[src/rtl/core/rar_pkg.sv]
// shared types, constants and helpers for the rational arithmetic reduction core
`default_nettype none

package rar_pkg;

  // datapath and field widths
  localparam int DataW          = 32;
  localparam int OperandW       = 16;
  localparam int OpW            = 2;
  localparam int OperandBitsDef = 16;

  // operation codes
  typedef enum logic [OpW-1:0] {
    OP_ADD = 2'd0,
    OP_SUB = 2'd1,
    OP_MUL = 2'd2,
    OP_DIV = 2'd3
  } rar_op_e;

  // request into the shared divider
  typedef struct packed {
    logic             start;
    logic [DataW-1:0] dividend;
    logic [DataW-1:0] divisor;
  } rar_div_req_t;

  // response from the shared divider
  typedef struct packed {
    logic             done;
    logic [DataW-1:0] quot;
    logic [DataW-1:0] rem;
  } rar_div_rsp_t;

  // take the low bits operand bits of a field and extend their sign to the datapath
  function automatic logic [DataW-1:0] sext_operand(logic [OperandW-1:0] v, int bits);
    logic [DataW-1:0] v_ext;
    logic [DataW-1:0] r;
    v_ext = {{(DataW-OperandW){1'b0}}, v};
    for (int i = 0; i < DataW; i++) begin
      r[i] = (i < bits) ? v_ext[i] : v_ext[bits-1];
    end
    return r;
  endfunction

endpackage

`default_nettype wire

[src/rtl/core/rar_divider.sv]
// iterative signed divider, truncated quotient and remainder, one bit per cycle
`default_nettype none

module rar_divider
  import rar_pkg::*;
(
  input  wire               clk_i,
  input  wire               rst_ni,
  input  wire rar_div_req_t req_i,
  output rar_div_rsp_t      rsp_o
);

  localparam int CntW = $clog2(DataW);

  logic             busy_q, busy_d;
  logic             done_q, done_d;
  logic [CntW-1:0]  cnt_q, cnt_d;
  logic [DataW-1:0] rem_q, rem_d;
  logic [DataW-1:0] quo_q, quo_d;
  logic [DataW-1:0] dmag_q, dmag_d;
  logic             qneg_q, qneg_d;
  logic             rneg_q, rneg_d;

  logic [DataW:0]   shifted;
  logic [DataW:0]   diff;
  logic             fits;
  logic [DataW-1:0] dvd_mag;
  logic [DataW-1:0] dvs_mag;

  // magnitudes of the operands
  assign dvd_mag = req_i.dividend[DataW-1] ? (~req_i.dividend + 1'b1) : req_i.dividend;
  assign dvs_mag = req_i.divisor[DataW-1]  ? (~req_i.divisor + 1'b1)  : req_i.divisor;

  // restoring step: shift in next dividend bit, subtract if it fits
  assign shifted = {rem_q, quo_q[DataW-1]};
  assign diff    = shifted - {1'b0, dmag_q};
  assign fits    = (shifted >= {1'b0, dmag_q});

  always_comb begin
    busy_d = busy_q;
    done_d = 1'b0;
    cnt_d  = cnt_q;
    rem_d  = rem_q;
    quo_d  = quo_q;
    dmag_d = dmag_q;
    qneg_d = qneg_q;
    rneg_d = rneg_q;
    if (req_i.start) begin
      busy_d = 1'b1;
      cnt_d  = '0;
      rem_d  = '0;
      quo_d  = dvd_mag;
      dmag_d = dvs_mag;
      qneg_d = req_i.dividend[DataW-1] ^ req_i.divisor[DataW-1];
      rneg_d = req_i.dividend[DataW-1];
    end else if (busy_q) begin
      rem_d = fits ? diff[DataW-1:0] : shifted[DataW-1:0];
      quo_d = {quo_q[DataW-2:0], fits};
      cnt_d = cnt_q + 1'b1;
      if (cnt_q == CntW'(DataW-1)) begin
        busy_d = 1'b0;
        done_d = 1'b1;
      end
    end
  end

  // control state
  always_ff @(posedge clk_i or negedge rst_ni) begin
    if (!rst_ni) begin
      busy_q <= 1'b0;
      done_q <= 1'b0;
      cnt_q  <= '0;
    end else begin
      busy_q <= busy_d;
      done_q <= done_d;
      cnt_q  <= cnt_d;
    end
  end

  // datapath registers
  always_ff @(posedge clk_i) begin
    rem_q  <= rem_d;
    quo_q  <= quo_d;
    dmag_q <= dmag_d;
    qneg_q <= qneg_d;
    rneg_q <= rneg_d;
  end

  // signed results: quotient sign from both operands, remainder follows the dividend
  assign rsp_o.done = done_q;
  assign rsp_o.quot = qneg_q ? (~quo_q + 1'b1) : quo_q;
  assign rsp_o.rem  = rneg_q ? (~rem_q + 1'b1) : rem_q;

endmodule

`default_nettype wire

[config.mk]
export PLATFORM = sky130hd
export DESIGN_NAME = rar_divider
export DESIGN_NICKNAME = d
export VERILOG_FILES = /design/src/rtl/core/rar_pkg.sv /design/src/rtl/core/rar_divider.sv
export SDC_FILE = /design/constraint.sdc
export NUM_CORES = 1
export LEC_CHECK = 0
export BUFFER_PORTS_ARGS = -buffer_cell sky130_fd_sc_hd__clkbuf_2
export CAP_MARGIN = 20
export CORE_MARGIN = 2
export CORE_UTILIZATION = 52
export CTS_CLUSTER_SIZE = 14
export DETAILED_ROUTE_END_ITERATION = 16
export GPL_TIMING_DRIVEN = 0
export PLACE_DENSITY = 0.71
export SYNTH_ARGS = -nofsm -noshare
export SYNTH_HDL_FRONTEND = slang
export SYNTH_SLANG_ARGS = --single-unit
[constraint.sdc]
create_clock -name clk_i -period 5 [get_ports clk_i]
set_input_delay 1.25 -clock clk_i [delete_from_list [all_inputs] [get_ports clk_i]]
set_output_delay 1.25 -clock clk_i [all_outputs]
set_load 0.02 [all_outputs]
**Word-level counts from Yosys, hierarchy flattened**

Cells that the tools add are included.

- Input port bits: 67
- Memory bits (writable): 0
- Flip-flop bits (word level): 105
- Logic and storage cells: 38
- Memories: 0
- Memory bits (read-only): 0
- Bits in latches: 0

- $add $sub $neg: 6
- Muxes and demuxes: 15
- Reduce and logical (&&, ||, !) cells: 1
- Div/mod/pow operators: 0
- Order comparisons: 1
- Shift operators: 0
- Equality and inequality tests: 1
- Bitwise gates (word level): 5
- $mul: 0

Operators with widths:

| kind | count |
|---|---|
| $mux 32 | 6 |
| $add 32x1->32 const B | 4 |
| $not 32->32 | 4 |
| $ge 33x32->1 | 1 |
| $sub 32x32->32 | 1 |
| $mux 31 | 1 |
| $mux 5 | 2 |
| $mux 1 | 6 |
| $add 5x1->5 const B | 1 |
| $eq 5x5->1 const B | 1 |
| $reduce_bool 2->1 | 1 |
| $xor 1x1->1 | 1 |

**Longest topological paths before layout**

- Word-level depth: 4
- Mapped depth: 13
- Gate-level depth less buffers: 11

**Worst setup path before layout**

No wires, ideal clock.

- Path kind: register to output
- From: register rem_q[6]
- To: output rsp_o[30] in the netlist's numbering
- Path slack: 834 ps
- Arrival: 2916 ps
- Buffers on the path: 1
- Stages on the path, launching flop included: 10
- Path through: dfxtp_1 > clkbuf_1 > nor4_1 > nand4b_1 > or3_1 > or4_1 > or4_1 > nand2b_1 > o21ai_0 > xnor2_1

RTL lines:

| element | RTL line | text |
|---|---|---|
| start, declared | rar_divider.sv:18 | `logic [DataW-1:0] rem_q, rem_d;` |
| start signal, assigned | rar_divider.sv:82 | `rem_q <= rem_d;` |
| end, declared | rar_divider.sv:10 | `output rar_div_rsp_t rsp_o` |

==> impl_metrics.csv <==
group,metric,value,unit
placed_design,placed_cells,1342,
logic_synthesis,synth_area_leaders,"edfxtp_1 23%, xnor2_1 10%, dfxtp_1 7.5%",
pwr,p_int,2.96,mW
global_routing,use_met2,0.451,
cts,root_buffer,"clkbuf_16",
cts,cts_buffers,9,
logic_synthesis,postSynth.asyncResetShare,0.0667,
timing,hold_viol,0,
critical_path,critical_path_arrival,3570,ps
layout,drive_gt1_frac,0.149,
detailed_routing,viasPerCell,5.79,
timing,fin_crit,4820,ps
cts,cts_tree,"yes",
critical_path,crit_slowest_cell,"or4_1",
logic_synthesis,netlist_top_cells_count,"102 x xnor2_1, 87 x nor2_1, 86 x nand2_1, 69 x a21oi_1",
critical_path,path_class,"flip-flop to output port",
critical_path,cp-end-kind,"output port",
timing,fin_setup_tns,0,ps
floorplanning,core_area,0.0159,sq mm
pwr,switching_share,0.506,
detailed_routing,wl,23100,microns
logic_synthesis,syn_area_per_cell,8.56,sq um
global_routing,grt_pass1_vias,7335,
timing,rsz0062_at_grt,"false",
timing,fin_crit_sh,0.964,
global_routing,grt_usage,0.263,
logic_synthesis,synth_nets,1100,
timing,slew_violations,0,
critical_path,cp-start-kind,"flip-flop",
pwr,ir_drop,0.559,mV
logic_synthesis,synthFlopType,"edfxtp_1",
pwr,p_total,5.99,mW
job,maxCapViolations,0,
global_routing,grt_max_degree,36,
timing,slew_headroom,0.297,
detailed_routing,dr.pass1.iters,5,
detailed_routing,vias,7862,
floorplanning,ios,132,
logic_synthesis,yosysTopAreaCell,"edfxtp_1",
global_routing,antenna_found_initial,0,
cts,htreeDepth,3,
cts,post_cts_buffers,0,
cts,worstSkewPairLatency,370,ps
pwr,power_frac_seq,0.232,
placed_design,dp_hpwl,18200,microns
logic_synthesis,ys_types,61,
logic_synthesis,synth_top_area_frac,0.233,
layout,finish.utilization,0.613,
logic_synthesis,netlist_area,0.00851,sq mm
layout,fin_cells,1358,
timing,setup_violations,0,
floorplanning,rows,46,
cts,clkSlewWorstSetupHoldPaths,80,ps
floorplanning,fp.dieH,132,microns
timing,tightest_slew,1050,ps
floorplanning,die_w,132,microns
critical_path,cp_max_fo,5,
critical_path,crit_top_cell,"or4_1",
layout,n_antenna_cell,0,
global_routing,grt_most_used_layer,"met2",
min_path,min_path_type,"flip-flop to flip-flop",
critical_path,path_cells,"nor4_4, nand4b_1, or3_1, or4_1, or4_1, nand2b_1, o21ai_0, xnor2_1, clkbuf_2",
global_routing,use_met1,0.341,
placed_design,gp_congestion,0.937,
cts,cts_sinks,105,
logic_synthesis,ys_ff_latch,105,
global_routing,grt_first_pass_wirelength,36900,microns
placed_design,port_buffers,131,
cts,cts_hold_repair.buffers,0,
floorplanning,die_area,0.0174,sq mm
global_routing,grtUsageMet3,0.0250,
pwr,leakage,4.00,nW
logic_synthesis,synth_edf_count,66,
timing,finClkSkew,8.06,ps
timing,timing.fmax,208,MHz
detailed_routing,drtIter0Drc,568,
pwr,power.density,613,mW/mm^2
pwr,combinationalPowerShare,0.649,
outcome,status,"finished clean",
logic_synthesis,yosysMostFrequentCell,"xnor2_1",
cts,clockBufferDepth,2,
logic_synthesis,syn-instance-count,994,
detailed_routing,wl_per_cell,17.0,microns
pwr,clkPwrFrac,0.119,
logic_synthesis,yosysWarnings,0,
critical_path,required,3750,ps
logic_synthesis,synth_seq_area_share,0.329,
detailed_routing,ant_nets,0,
floorplanning,start_util,0.534,
pwr,p_sw,3.03,mW
layout,nNetsFinal,1243,
critical_path,critical-path-max-stage-delay,570,ps
global_routing,grt_overflow,0,
detailed_routing,drc,0,
layout,syn_to_final_growth,14.9,%
-- through the flow --
stage / setup WS [ps] / cell area (sq um) / hold slack [ps]
5_1_grt: 0.843 / 9780 / 584
3_3_place_gp: 410 / 9440 / 508
4_1_cts: 1.79 / 9750 / 548
3_5_place_dp: 401 / 9460 / 524
2_1_floorplan: 834 / 8510 / 482
6_report: 182 / 9780 / 543
-- cells by family (layout without fill, tap and decap cells) --
logic type | count (synthesis) | count (layout) | share of synthesized area
and+or+nand+nor | 313 | 313 | 0.188
AOI/OAI and AO/OA | 266 | 266 | 0.202
xor gates and xnor gates | 144 | 144 | 0.148
DFF | 105 | 105 | 0.329
buffers and inverters | 103 | 251 | 0.0472
adders and majority gates | 39 | 39 | 0.0582
muxes | 24 | 24 | 0.0284
-- cell type report --
cell class	count	area (sq um)
plain buffers	50	203
clock buffers	9	225
clock inverters	7	60.1
fillers	1474	6170
inverters	53	199
multi-input cells	786	5340
flip-flops and latches	105	2800
well taps	216	270
repair buffers	132	683
-- timing repair --
item | 4_1_cts | 5_1_grt
endpoints found under the setup margin | 0 | 5
gates resized for setup | 0 | 5
endpoints found under the hold margin | 0 | 0
-- final timing paths --
kind                           start         to  slack (ps)  cells after the start
hold / removal              cnt_q[4]   cnt_q[4]         540                      2
hold reg to reg             cnt_q[4]   cnt_q[4]         540                      2
min in group asynchronous     rst_ni   cnt_q[2]         710                      1
setup reg to reg           rem_q[25]  rem_q[10]         870                     10
max in group asynchronous     rst_ni     busy_q        4110                      1
setup / recovery            rem_q[9]  rsp_o[30]         180                      9
-- state kept, by name, indices dropped and copies added, names as in the netlist --
name / cells
dmag_q: 32
quo_q: 32
rem_q: 32
cnt_q: 5
busy_q: 1
done_q: 1
qneg_q: 1
rneg_q: 1
-- metal layers --
metal  part of all wire  vias to the layer above
met5                  0                        -
met4              0.026                        0
met3              0.057                       37
met2               0.48                      275
met1               0.44                     3628
li1                   -                     3922
-- critical path: cells and delay by family (launching register included) --
family                    cells  cell delay (ps)
AOI/OAI and AO/OA             1              210
xor gates and xnor gates      1              140
buffers and inverters         1              190
DFF                           1              410
and+or+nand+nor               6             2250
-- power groups by stage --
stage,logic [mW],clock network [mW],registers (mW)
finish,3.89,0.711,1.39
global route,4.23,0.753,1.41
CTS,3.85,0.718,1.37
detailed placement,3.83,0,1.38
global placement,3.81,0,1.38
floorplan,2.80,0,1.29
-- placed cells by master (no fill, tap or decap), types with 6 or more instances in the layout --
cell,instances
clkbuf_2,131
xnor2_1,102
nor2_1,87
nand2_1,86
a21oi_1,69
o21ai_0,66
edfxtp_1,66
inv_1,52
xor2_1,42
clkbuf_1,39
ha_1,38
o31ai_1,37
dfxtp_1,32
mux2i_1,23
a211oi_1,21
or4_1,18
or3_1,17
o41ai_1,17
nand3_1,16
nand2b_1,15
nor4_1,13
a21o_1,11
clkbuf_16,9
nor3_1,8
nand4_1,8
dfrtp_1,7
nor2b_1,6
and3_1,6
nand4b_1,6
(Power assumes the default switching activity.)
